$ cat config.mk
export PLATFORM = sky130hd
export DESIGN_NAME = dirty_tile_rect_marker_top
export DESIGN_NICKNAME = d
export VERILOG_FILES = /design/src/design/dtrm_pkg.sv /design/src/design/dtrm_rect_clip.sv /design/src/design/dtrm_map_ram.sv /design/src/design/dirty_tile_rect_marker_top.sv
export SDC_FILE = /design/constraint.sdc
export NUM_CORES = 1
export LEC_CHECK = 0
export ABC_AREA = 1
export BUFFER_PORTS_ARGS = -buffer_cell sky130_fd_sc_hd__buf_2
export CORE_UTILIZATION = 42
export DETAILED_ROUTE_END_ITERATION = 16
export PLACE_DENSITY = 0.66
export SYNTH_ARGS = -nofsm -noshare
export SYNTH_HDL_FRONTEND = slang
export SYNTH_SLANG_ARGS = --single-unit
$ cat constraint.sdc
create_clock -name aclk -period 3.4 [get_ports aclk]
set_input_delay 0 -clock aclk [delete_from_list [all_inputs] [get_ports aclk]]
set_output_delay 0 -clock aclk [all_outputs]
set_load 0.05 [all_outputs]
$ cat src/design/dtrm_pkg.sv
// ----------------------------------------------------------------------------
// dtrm_pkg
// Shared types and constants for the dirty tile rectangle marker.
// ----------------------------------------------------------------------------
package dtrm_pkg;

    // default grid geometry
    localparam int DEF_TILE_COLS  = 32;
    localparam int DEF_TILE_ROWS  = 16;
    localparam int DEF_TILE_SHIFT = 4;

    // pixel coordinate width and the widened signed width used for compares
    localparam int PX_W  = 16;
    localparam int EXT_W = 18;

    // width that holds any tile index from the request plus the grid size
    localparam int IDX_EXT_W = 9;

    // request modes
    localparam logic [1:0] MODE_MARK  = 2'd0;
    localparam logic [1:0] MODE_READ  = 2'd1;
    localparam logic [1:0] MODE_CLEAR = 2'd2;

    typedef struct packed {
        logic [1:0]             mode;
        logic signed [PX_W-1:0] left_px;
        logic signed [PX_W-1:0] top_px;
        logic signed [PX_W-1:0] right_px;
        logic signed [PX_W-1:0] bottom_px;
        logic [4:0]             tile_col;
        logic [3:0]             tile_row;
    } in_t;

    typedef struct packed {
        logic visible;
        logic tile_dirty;
    } out_t;

    typedef enum logic [2:0] {
        ST_IDLE,
        ST_MARK,
        ST_MARK_LAST,
        ST_READ_WAIT,
        ST_RESULT
    } state_t;

endpackage

$ cat src/design/dtrm_rect_clip.sv
// ----------------------------------------------------------------------------
// dtrm_rect_clip
// Converts a pixel rectangle to tile coordinates and clips it to the grid.
// ----------------------------------------------------------------------------
module dtrm_rect_clip #(
    parameter int TILE_COLS  = dtrm_pkg::DEF_TILE_COLS,
    parameter int TILE_ROWS  = dtrm_pkg::DEF_TILE_ROWS,
    parameter int TILE_SHIFT = dtrm_pkg::DEF_TILE_SHIFT,
    localparam int COL_W = (TILE_COLS > 1) ? $clog2(TILE_COLS) : 1,
    localparam int ROW_W = (TILE_ROWS > 1) ? $clog2(TILE_ROWS) : 1
) (
    input  logic signed [dtrm_pkg::PX_W-1:0] left_px,
    input  logic signed [dtrm_pkg::PX_W-1:0] top_px,
    input  logic signed [dtrm_pkg::PX_W-1:0] right_px,
    input  logic signed [dtrm_pkg::PX_W-1:0] bottom_px,
    output logic                             on_grid,
    output logic                             rows_empty,
    output logic [COL_W-1:0]                 col_first,
    output logic [COL_W-1:0]                 col_last,
    output logic [ROW_W-1:0]                 row_first,
    output logic [ROW_W-1:0]                 row_last
);

    localparam int EW = dtrm_pkg::EXT_W;
    localparam logic signed [EW-1:0] COLS_S = EW'(TILE_COLS);
    localparam logic signed [EW-1:0] ROWS_S = EW'(TILE_ROWS);

    logic signed [dtrm_pkg::PX_W-1:0] tl_c, tl_r, br_c, br_r;
    logic signed [EW-1:0] c1, r1, c2, r2;
    logic signed [EW-1:0] c1_clip, r1_clip, c2_clip, r2_clip;

    // arithmetic shift rounds toward minus infinity
    assign tl_c = left_px >>> TILE_SHIFT;
    assign tl_r = top_px >>> TILE_SHIFT;
    assign br_c = right_px >>> TILE_SHIFT;
    assign br_r = bottom_px >>> TILE_SHIFT;

    assign c1 = $signed({{(EW-dtrm_pkg::PX_W){tl_c[dtrm_pkg::PX_W-1]}}, tl_c});
    assign r1 = $signed({{(EW-dtrm_pkg::PX_W){tl_r[dtrm_pkg::PX_W-1]}}, tl_r});
    assign c2 = $signed({{(EW-dtrm_pkg::PX_W){br_c[dtrm_pkg::PX_W-1]}}, br_c});
    assign r2 = $signed({{(EW-dtrm_pkg::PX_W){br_r[dtrm_pkg::PX_W-1]}}, br_r});

    // wholly off the grid when any edge lies past the opposite grid border
    assign on_grid = !((c1 >= COLS_S) || (r1 >= ROWS_S) || (c2 < 0) || (r2 < 0));

    // clip to the grid
    assign c1_clip = (c1 < 0) ? '0 : c1;
    assign r1_clip = (r1 < 0) ? '0 : r1;
    assign c2_clip = (c2 >= COLS_S) ? (COLS_S - EW'(1)) : c2;
    assign r2_clip = (r2 >= ROWS_S) ? (ROWS_S - EW'(1)) : r2;

    assign rows_empty = (r1_clip > r2_clip);

    assign col_first = c1_clip[COL_W-1:0];
    assign col_last  = c2_clip[COL_W-1:0];
    assign row_first = r1_clip[ROW_W-1:0];
    assign row_last  = r2_clip[ROW_W-1:0];

endmodule

$ cat src/design/dtrm_map_ram.sv
// ----------------------------------------------------------------------------
// dtrm_map_ram
// Row-wide dirty map storage with per-row valid bits for instant clearing.
// ----------------------------------------------------------------------------
module dtrm_map_ram #(
    parameter int TILE_COLS = dtrm_pkg::DEF_TILE_COLS,
    parameter int TILE_ROWS = dtrm_pkg::DEF_TILE_ROWS,
    localparam int ROW_W = (TILE_ROWS > 1) ? $clog2(TILE_ROWS) : 1
) (
    input  logic                 aclk,
    input  logic                 aresetn,
    input  logic                 clear_all,
    input  logic                 wr_en,
    input  logic [ROW_W-1:0]     wr_addr,
    input  logic [TILE_COLS-1:0] wr_data,
    input  logic                 rd_en,
    input  logic [ROW_W-1:0]     rd_addr,
    output logic [TILE_COLS-1:0] rd_data
);

    logic [TILE_COLS-1:0] mem [TILE_ROWS];
    logic [TILE_ROWS-1:0] row_valid_reg;
    logic [TILE_COLS-1:0] rd_word_reg;
    logic                 rd_valid_reg;

    // storage array, registered read
    always_ff @(posedge aclk) begin
        if (wr_en) begin
            mem[wr_addr] <= wr_data;
        end
        if (rd_en) begin
            rd_word_reg <= mem[rd_addr];
        end
    end

    // row valid bits: a row never written since the last clear reads as zero
    always_ff @(posedge aclk) begin
        if (!aresetn) begin
            row_valid_reg <= '0;
            rd_valid_reg  <= 1'b0;
        end else begin
            if (clear_all) begin
                row_valid_reg <= '0;
            end else if (wr_en) begin
                row_valid_reg[wr_addr] <= 1'b1;
            end
            if (rd_en) begin
                rd_valid_reg <= row_valid_reg[rd_addr];
            end
        end
    end

    assign rd_data = rd_valid_reg ? rd_word_reg : '0;

endmodule

$ cat src/design/dirty_tile_rect_marker_top.sv
// ----------------------------------------------------------------------------
// dirty_tile_rect_marker_top
// Dirty tile map with rectangle marking, single tile read and clear-all.
// ----------------------------------------------------------------------------
// The map is held one tile row per memory word. A mark request walks the
// covered tile rows one per cycle in a read-modify-write pipeline (read row
// n while row n-1 is written back), then passes ST_MARK_LAST for the last
// write-back and ST_RESULT. A read passes ST_READ_WAIT for the registered
// memory read, then ST_RESULT; a clear, an unused mode and an empty or
// off-grid rectangle go straight to ST_RESULT. Clearing is immediate through
// per-row valid bits, also after reset. One request is in flight at a time;
// a finished result sits in the output register while the next is accepted.
// ----------------------------------------------------------------------------
module dirty_tile_rect_marker_top #(
    parameter int TILE_COLS  = dtrm_pkg::DEF_TILE_COLS,
    parameter int TILE_ROWS  = dtrm_pkg::DEF_TILE_ROWS,
    parameter int TILE_SHIFT = dtrm_pkg::DEF_TILE_SHIFT
) (
    input  logic           aclk,
    input  logic           aresetn,
    input  logic           s_valid,
    output logic           s_ready,
    input  dtrm_pkg::in_t  s_data,
    output logic           m_valid,
    input  logic           m_ready,
    output dtrm_pkg::out_t m_data
);

    localparam int COL_W = (TILE_COLS > 1) ? $clog2(TILE_COLS) : 1;
    localparam int ROW_W = (TILE_ROWS > 1) ? $clog2(TILE_ROWS) : 1;
    localparam int XW    = dtrm_pkg::IDX_EXT_W;

    dtrm_pkg::state_t state_reg, state_next;

    logic                 accept;
    logic                 on_grid, rows_empty;
    logic [COL_W-1:0]     col_first, col_last;
    logic [ROW_W-1:0]     row_first, row_last;

    logic [COL_W-1:0]     c1_reg, c2_reg;
    logic [ROW_W-1:0]     row_cnt_reg, r2_reg;
    logic                 wr_pend_reg;
    logic [ROW_W-1:0]     wr_row_reg;
    logic [COL_W-1:0]     col_idx_reg;
    logic                 addr_ok_reg;
    dtrm_pkg::out_t       res_reg;
    logic                 m_valid_reg;
    dtrm_pkg::out_t       m_data_reg;

    logic [XW-1:0]        col_ext, row_ext;
    logic                 addr_ok;
    logic [TILE_COLS-1:0] col_mask;
    logic [TILE_COLS-1:0] rd_data;

    logic                 ram_rd_en, ram_clear;
    logic [ROW_W-1:0]     ram_rd_addr;
    logic                 out_free;
    logic                 mark_go;

    // corner conversion and clipping
    dtrm_rect_clip #(
        .TILE_COLS (TILE_COLS),
        .TILE_ROWS (TILE_ROWS),
        .TILE_SHIFT(TILE_SHIFT)
    ) u_clip (
        .left_px   (s_data.left_px),
        .top_px    (s_data.top_px),
        .right_px  (s_data.right_px),
        .bottom_px (s_data.bottom_px),
        .on_grid   (on_grid),
        .rows_empty(rows_empty),
        .col_first (col_first),
        .col_last  (col_last),
        .row_first (row_first),
        .row_last  (row_last)
    );

    // dirty map storage
    dtrm_map_ram #(
        .TILE_COLS(TILE_COLS),
        .TILE_ROWS(TILE_ROWS)
    ) u_ram (
        .aclk     (aclk),
        .aresetn  (aresetn),
        .clear_all(ram_clear),
        .wr_en    (wr_pend_reg),
        .wr_addr  (wr_row_reg),
        .wr_data  (rd_data | col_mask),
        .rd_en    (ram_rd_en),
        .rd_addr  (ram_rd_addr),
        .rd_data  (rd_data)
    );

    // read address decode
    assign col_ext = XW'(s_data.tile_col);
    assign row_ext = XW'(s_data.tile_row);
    assign addr_ok = (col_ext < XW'(TILE_COLS)) && (row_ext < XW'(TILE_ROWS));

    // column mask of the clipped rectangle
    always_comb begin
        for (int i = 0; i < TILE_COLS; i++) begin
            col_mask[i] = (COL_W'(i) >= c1_reg) && (COL_W'(i) <= c2_reg);
        end
    end

    assign out_free = !m_valid_reg || m_ready;
    assign accept   = s_valid && s_ready;
    assign mark_go  = on_grid && !rows_empty;

    // next state
    always_comb begin
        state_next = state_reg;
        case (state_reg)
            dtrm_pkg::ST_IDLE: begin
                if (accept) begin
                    if (s_data.mode == dtrm_pkg::MODE_MARK && mark_go) begin
                        state_next = dtrm_pkg::ST_MARK;
                    end else if (s_data.mode == dtrm_pkg::MODE_READ) begin
                        state_next = dtrm_pkg::ST_READ_WAIT;
                    end else begin
                        state_next = dtrm_pkg::ST_RESULT;
                    end
                end
            end
            dtrm_pkg::ST_MARK: begin
                if (row_cnt_reg == r2_reg) begin
                    state_next = dtrm_pkg::ST_MARK_LAST;
                end
            end
            dtrm_pkg::ST_MARK_LAST: state_next = dtrm_pkg::ST_RESULT;
            dtrm_pkg::ST_READ_WAIT: state_next = dtrm_pkg::ST_RESULT;
            dtrm_pkg::ST_RESULT: begin
                if (out_free) begin
                    state_next = dtrm_pkg::ST_IDLE;
                end
            end
            default: state_next = dtrm_pkg::ST_IDLE;
        endcase
    end

    // state outputs
    always_comb begin
        s_ready     = 1'b0;
        ram_rd_en   = 1'b0;
        ram_rd_addr = row_cnt_reg;
        ram_clear   = 1'b0;
        case (state_reg)
            dtrm_pkg::ST_IDLE: begin
                s_ready     = 1'b1;
                ram_rd_addr = row_ext[ROW_W-1:0];
                ram_rd_en   = s_valid && (s_data.mode == dtrm_pkg::MODE_READ);
                ram_clear   = s_valid && (s_data.mode == dtrm_pkg::MODE_CLEAR);
            end
            dtrm_pkg::ST_MARK: begin
                ram_rd_en = 1'b1;
            end
            default: begin
                ram_rd_en = 1'b0;
            end
        endcase
    end

    // control registers
    always_ff @(posedge aclk) begin
        if (!aresetn) begin
            state_reg   <= dtrm_pkg::ST_IDLE;
            wr_pend_reg <= 1'b0;
            m_valid_reg <= 1'b0;
        end else begin
            state_reg   <= state_next;
            wr_pend_reg <= (state_reg == dtrm_pkg::ST_MARK);
            if (state_reg == dtrm_pkg::ST_RESULT && out_free) begin
                m_valid_reg <= 1'b1;
            end else if (m_ready) begin
                m_valid_reg <= 1'b0;
            end
        end
    end

    // request and result payload
    always_ff @(posedge aclk) begin
        wr_row_reg <= row_cnt_reg;
        if (accept) begin
            c1_reg              <= col_first;
            c2_reg              <= col_last;
            row_cnt_reg         <= row_first;
            r2_reg              <= row_last;
            col_idx_reg         <= col_ext[COL_W-1:0];
            addr_ok_reg         <= addr_ok;
            res_reg.visible     <= (s_data.mode == dtrm_pkg::MODE_MARK) && on_grid;
            res_reg.tile_dirty  <= 1'b0;
        end else if (state_reg == dtrm_pkg::ST_MARK) begin
            row_cnt_reg <= ROW_W'(row_cnt_reg + 1'b1);
        end else if (state_reg == dtrm_pkg::ST_READ_WAIT) begin
            res_reg.tile_dirty <= addr_ok_reg && rd_data[col_idx_reg];
        end
        if (state_reg == dtrm_pkg::ST_RESULT && out_free) begin
            m_data_reg <= res_reg;
        end
    end

    assign m_valid = m_valid_reg;
    assign m_data  = m_data_reg;

endmodule
==> results of run 1 <==
## routing by layer
| metal | vias to the layer above | routed length [um] | track usage, % |
|---|---|---|---|
| li1 | 7811 | - | - |
| met1 | 8289 | 26600 | 27.4 |
| met2 | 530 | 33000 | 38.0 |
| met3 | 116 | 3250 | 2.54 |
| met4 | 0 | 1990 | 7.44 |
| met5 | - | 0 | 0 |
## worst min-delay path by stage
| stage | start | to |
|---|---|---|
| 2_1_floorplan | s_data[4] | col_idx_reg[0] |
| 3_3_place_gp | s_data[4] | col_idx_reg[0] |
| 3_5_place_dp | s_data[7] | col_idx_reg[3] |
| 4_1_cts | s_data[56] | row_cnt_reg[2] |
| 5_1_grt | s_data[4] | col_idx_reg[0] |
| 6_report | s_data[56] | row_cnt_reg[2] |
## report_power, final
part | switching [mW] | internal (mW) | total (mW)
combinational | 2.46 | 1.05 | 3.51
clock | 2.62 | 3.20 | 5.82
sequential | 0.118 | 8.49 | 8.61
## final cells by class
type                       instances  area, sq um  share of cell area [%]
sequential                       597        17700                    61.3
multi-input combinational       1202         6220                    21.6
clock buffer                      73         1510                    5.24
timing repair buffer             181         1480                    5.16
tap                              773          967                    3.36
inverter                         202          761                    2.64
clock inverter                    30          188                   0.652
## worst min-delay path, stage by stage
cell     delay (ps)
buf_2           170
nor2_1          190
nand2_1          80
o21ai_0          80
## placed cells by master, fill, tap and decap left out, types with 5 or more instances in the layout
cell | netlist | final
o31ai_1 | 7 | 7
inv_1 | 199 | 198
nor2_1 | 292 | 276
buf_4 | 11 | 51
o21ai_0 | 273 | 273
dfxtp_1 | 27 | 27
nor3_1 | 12 | 12
o211ai_1 | 194 | 194
clkbuf_16 | 0 | 58
a21oi_1 | 16 | 16
xnor2_1 | 5 | 5
nand2_1 | 248 | 248
clkinv_1 | 1 | 14
edfxtp_1 | 570 | 570
nor2_4 | 2 | 18
clkinv_2 | 0 | 9
buf_2 | 52 | 66
clkbuf_1 | 51 | 15
buf_12 | 0 | 13
nand3_1 | 94 | 94
dlygate4sd3_1 | 0 | 51
o21ai_1 | 22 | 20
ha_1 | 12 | 12
## cells by family (layout without fill, tap and decap cells)
group           count (synthesis)  after routing  share of synthesized area [%]
compound gates                523            523                           12.6
xor+xnor                        6              6                          0.210
fa+ha+maj                      12             12                          0.600
buf+inv                       320            486                           5.27
flops                         597            597                           70.6
simple gates                  661            661                           10.7
## stage by stage
stage | util, % | hold slack [ps]
global placement | 45.1 | 179
floorplan | - | 98.9
global route | 48.9 | 83.3
detailed placement | 45.1 | 182
CTS | 48.9 | 15.5
finish | 48.9 | 45.4
==> flow_summary.toml, run 1 <==
[run_status]
status = "finished, final reports clean"

[sta]
clock_skew_ps = 16.3
worst_slack_ps = 629
timing.fmax_mhz = 361
slew_viol_final = 0
tightest_slew_ps = 813
max_slew_margin_pct = 45.7
final_hold_viol_count = 0
min_period_ps = 2770
final-setup-viol-count = 0
finalCritPeriodShare_pct = 81.5
fin_setup_tns_ps = 0
rsz0062_at_grt = "no"

[logic_synthesis]
netlist_area_sq_um = 25000
synth_warnings = 0
synthDistinctLibCells = 39
synth.avg_cell_area_sq_um = 11.8
synth_edf_count = 570
ys.flop_type = "edfxtp_1"
synthCells = 2119
ys_seq_area_share_pct = 70.6
synth_top_area_share_pct = 68.5
ys_async_sr_fraction_pct = 0
synthTopCellsByArea = "edfxtp_1 68%, o211ai_1 5.8%, o21ai_0 5.5%, nor2_1 4.4%, nand2_1 3.7%"
yosysMostFrequentCell = "edfxtp_1"
synth_top_area_cell = "edfxtp_1"
netlist_top_cells_count = "570 x edfxtp_1, 292 x nor2_1, 273 x o21ai_0, 248 x nand2_1, 199 x inv_1"
synthesis.nets = 2210
ys_ff_latch = 597

[grt]
grt_overflow = 0
grt_first_pass_wirelength_um = 98600
antenna_found_initial = 0
grtUsageTotal_pct = 21.6
grt_max_degree = 82
grt_pass1_vias = 16556

[critical_path]
cp-endpoint = "u_ram.rd_word_reg[28]"
max_stage_delay_ps = 450
ff2ff_path_depth = 10
r2r-start = "state_reg[1]"
start_kind = "flip-flop"
worstPathMaxFanout = 75
worstPathArrival_ps = 3130
crit_type = "reg2reg"
crit_start = "state_reg[1]"
rr_endpoint = "u_ram.rd_word_reg[28]"
critPathBufInv = 1
path_cells = "nor2_4 > nand2_2 > nand2_1 > nand2_8 > buf_12 > nand2_1 > o211ai_1 > o211ai_1 > o211ai_1 > nand2_1"
worst_path_max_delay_cell = "dfxtp_1"
critPathTopFamily = "simple AND/OR/NAND/NOR gates"
critPathCaptureType = "flip-flop"
crit_cells = 10
cp.required_ps = 3760
r2r_setup_slack_ps = 630

[cells_and_area]
area_delta_synth_final_pct = 15.1
stdcell_area_sq_um = 28800
largest_reg_flops = 512
fillers = 5049
final_cells = 3058
antennaDiodeCount = 0
drive_gt1_share_pct = 10.4
fin_nets = 2331

[power]
leakage_nw = 10.2
power_density_nw_per_um2 = 623
ir_drop_v = 0.000358
p_total_mw = 17.9

[route]
num_vias = 16746
drc = 0
dr.first_iter.drc_count = 1437
wl_per_cell_um = 21.2
firstDrtPassIters = 5
detail_route.vias_per_cell = 5.48
routed_wl_um = 64900
ant_nets = 0

[clocking]
path_clk_slew_ps = 60
tritoncts = "done"
cts-resized-gates = 0
postCtsHoldBufs = 51
clock_sinks = 597
cts_setup_buffers = 0
htreeDepth = 2
clk_path_buf_depth = 3
cts_root_buffer = "clkbuf_16"
clk-insertion-delay-late_ps = 610
cts_buffers = 56

[die]
num_io_pins = 83
die_h_um = 246
die_area_sq_um = 60500
core-area_sq_um = 58900
core.rowCount = 89
start_util_pct = 42.4
die_width_um = 246

[placement]
io_buffer_count = 66
dp.cells = 2904
dp_hpwl_um = 36200
dp_worst_setup_slack_ps = 676
dpl_cell_area_sq_um = 26600
gp_congestion = 0.911

[min_path]
min_path_cells = 4
min_path_type = "in2reg"

[job]
cap_violations = 0
(Power assumes the default switching activity.)
==> run 2, diff against run 1 <==
- PLACE_DENSITY: 0.66 -> 0.64
- clock period: 3.4 -> 2.7 ns (I/O delays scaled with it)
==> flow_summary.toml, run 2 (synthesis results as in run 1) <==
[run_status]
status = "finished, final reports clean"

[critical_path]
cp.required_ps = 3070
worstPathMaxFanout = 40
max_stage_delay_ps = 350
worst_path_max_delay_cell = "dfxtp_1"
critPathTopFamily = "simple AND/OR/NAND/NOR gates"
critPathBufInv = 1
worstPathArrival_ps = 2870
crit_type = "reg2reg"
start_kind = "flip-flop"
path_cells = "nor2_4 > nand2_2 > nand2_1 > nand2_8 > buf_4 > o21ai_0 > o21ai_0 > o211ai_1 > nand2_1"
crit_start = "state_reg[0]"
critPathCaptureType = "flip-flop"
r2r-start = "state_reg[0]"

[route]
detail_route.vias_per_cell = 5.47
wl_per_cell_um = 21.3
ant_nets = 0
num_vias = 16927
dr.first_iter.drc_count = 1715
drc = 0
routed_wl_um = 66000
firstDrtPassIters = 5

[sta]
min_period_ps = 2500
timing.fmax_mhz = 401
final_hold_viol_count = 0
tightest_slew_ps = 1150
whs_ps = 106
final-setup-viol-count = 0
rsz0062_at_grt = "no"
clock_skew_ps = 18.3
slew_viol_final = 0
max_slew_margin_pct = 22.6
worst_slack_ps = 204
fin_setup_tns_ps = 0
finalCritPeriodShare_pct = 92.4

[clocking]
htreeDepth = 2
clk_path_buf_depth = 3
path_clk_slew_ps = 60
cts_root_buffer = "clkbuf_16"
cts_buffers = 58
clk-insertion-delay-late_ps = 620
cts_setup_buffers = 0
tritoncts = "done"
clock_sinks = 597

[cells_and_area]
fin_nets = 2362
final_cell_mix = "570 x edfxtp_1, 275 x nor2_1, 271 x o21ai_0"
drive_gt1_share_pct = 11.9
antennaDiodeCount = 0
largest_reg_flops = 512
final_cells = 3092
area_delta_synth_final_pct = 17.2
final_common_cell = "edfxtp_1"

[grt]
grt_pass1_vias = 16526
grt_first_pass_wirelength_um = 99800
grt_max_degree = 87
grtUsageTotal_pct = 22.0
grt_overflow = 0
antenna_found_initial = 0

[job]
cap_violations = 0

[die]
core.rowCount = 89
core-area_sq_um = 58900
die_h_um = 246
die_width_um = 246
die_area_sq_um = 60500
start_util_pct = 42.4
num_io_pins = 83

[placement]
io_buffer_count = 66
dp_hpwl_um = 37400
dp.cells = 2933
dp_worst_setup_slack_ps = 267
gp_congestion = 0.945

[min_path]
min_from = "s_data[24]"
min_path_type = "in2reg"

[power]
ir_drop_v = 0.000548
power_density_nw_per_um2 = 793
leakage_nw = 10.4
==> run 2: cell types whose count changed in the layout (fill, tap and decap cells not counted), sizes merged <==
cell / previous run / this run
buf: 130 / 159
inv: 201 / 204
clkbuf: 73 / 75
bufinv: 1 / 2
clkinvlp: 4 / 3
==> run 2: power by group <==
group	internal [mW]	switching, mW	total (mW)	leakage, nW
Combinational	1.48	3.14	4.62	4.14
Sequential	10.7	0.146	10.8	5.41
Clock	4.32	3.45	7.77	0.884
==> run 2: routing by layer <==
layer / global-route usage (%) / vias up / routed length (um)
li1: - / 7885 / -
met1: 28.5 / 8310 / 27300
met2: 37.0 / 603 / 32300
met3: 3.90 / 129 / 4420
met4: 7.65 / 0 / 1990
met5: 0 / - / 0
==> run 2: worst paths after layout <==
kind	to	slack, ps	depth (start not counted)
max	u_ram.rd_word_reg[7]	200	9
min	r2_reg[0]	110	3
max reg2reg	u_ram.rd_word_reg[7]	200	9
min reg2reg	m_data[1]	430	0
==> run 2: worst min-delay path: stages <==
cell     delay [ps]
buf_2           140
a41oi_1         100
or2_2           310
==> run 2: through the flow <==
| step | util, % | cell area (sq um) | power (mW) |
|---|---|---|---|
| 3_3_place_gp | 45.8 | 27000 | 15.5 |
| 4_1_cts | 49.8 | 29300 | 23.3 |
| 3_5_place_dp | 45.8 | 27000 | 15.6 |
| 5_1_grt | 49.8 | 29300 | 24.2 |
| 2_1_floorplan | - | 25000 | 13.9 |
| 6_report | 49.8 | 29300 | 23.2 |
==> run 2: what timing repair did <==
item                                    CTS  global route
resized for setup                         0             2
hold buffers                             52             0
hold endpoints to repair                 36             0
endpoints found under the setup margin    0             2
==> run 2: final cells by class <==
type | instances | area, sq um
Clock inverter | 33 | 231
Multi-Input combinational cell | 1202 | 6230
Fill cell | 5033 | 29600
Inverter | 202 | 761
Tap cell | 773 | 967
Sequential cell | 597 | 17700
Timing Repair Buffer | 210 | 1890
Clock buffer | 75 | 1580
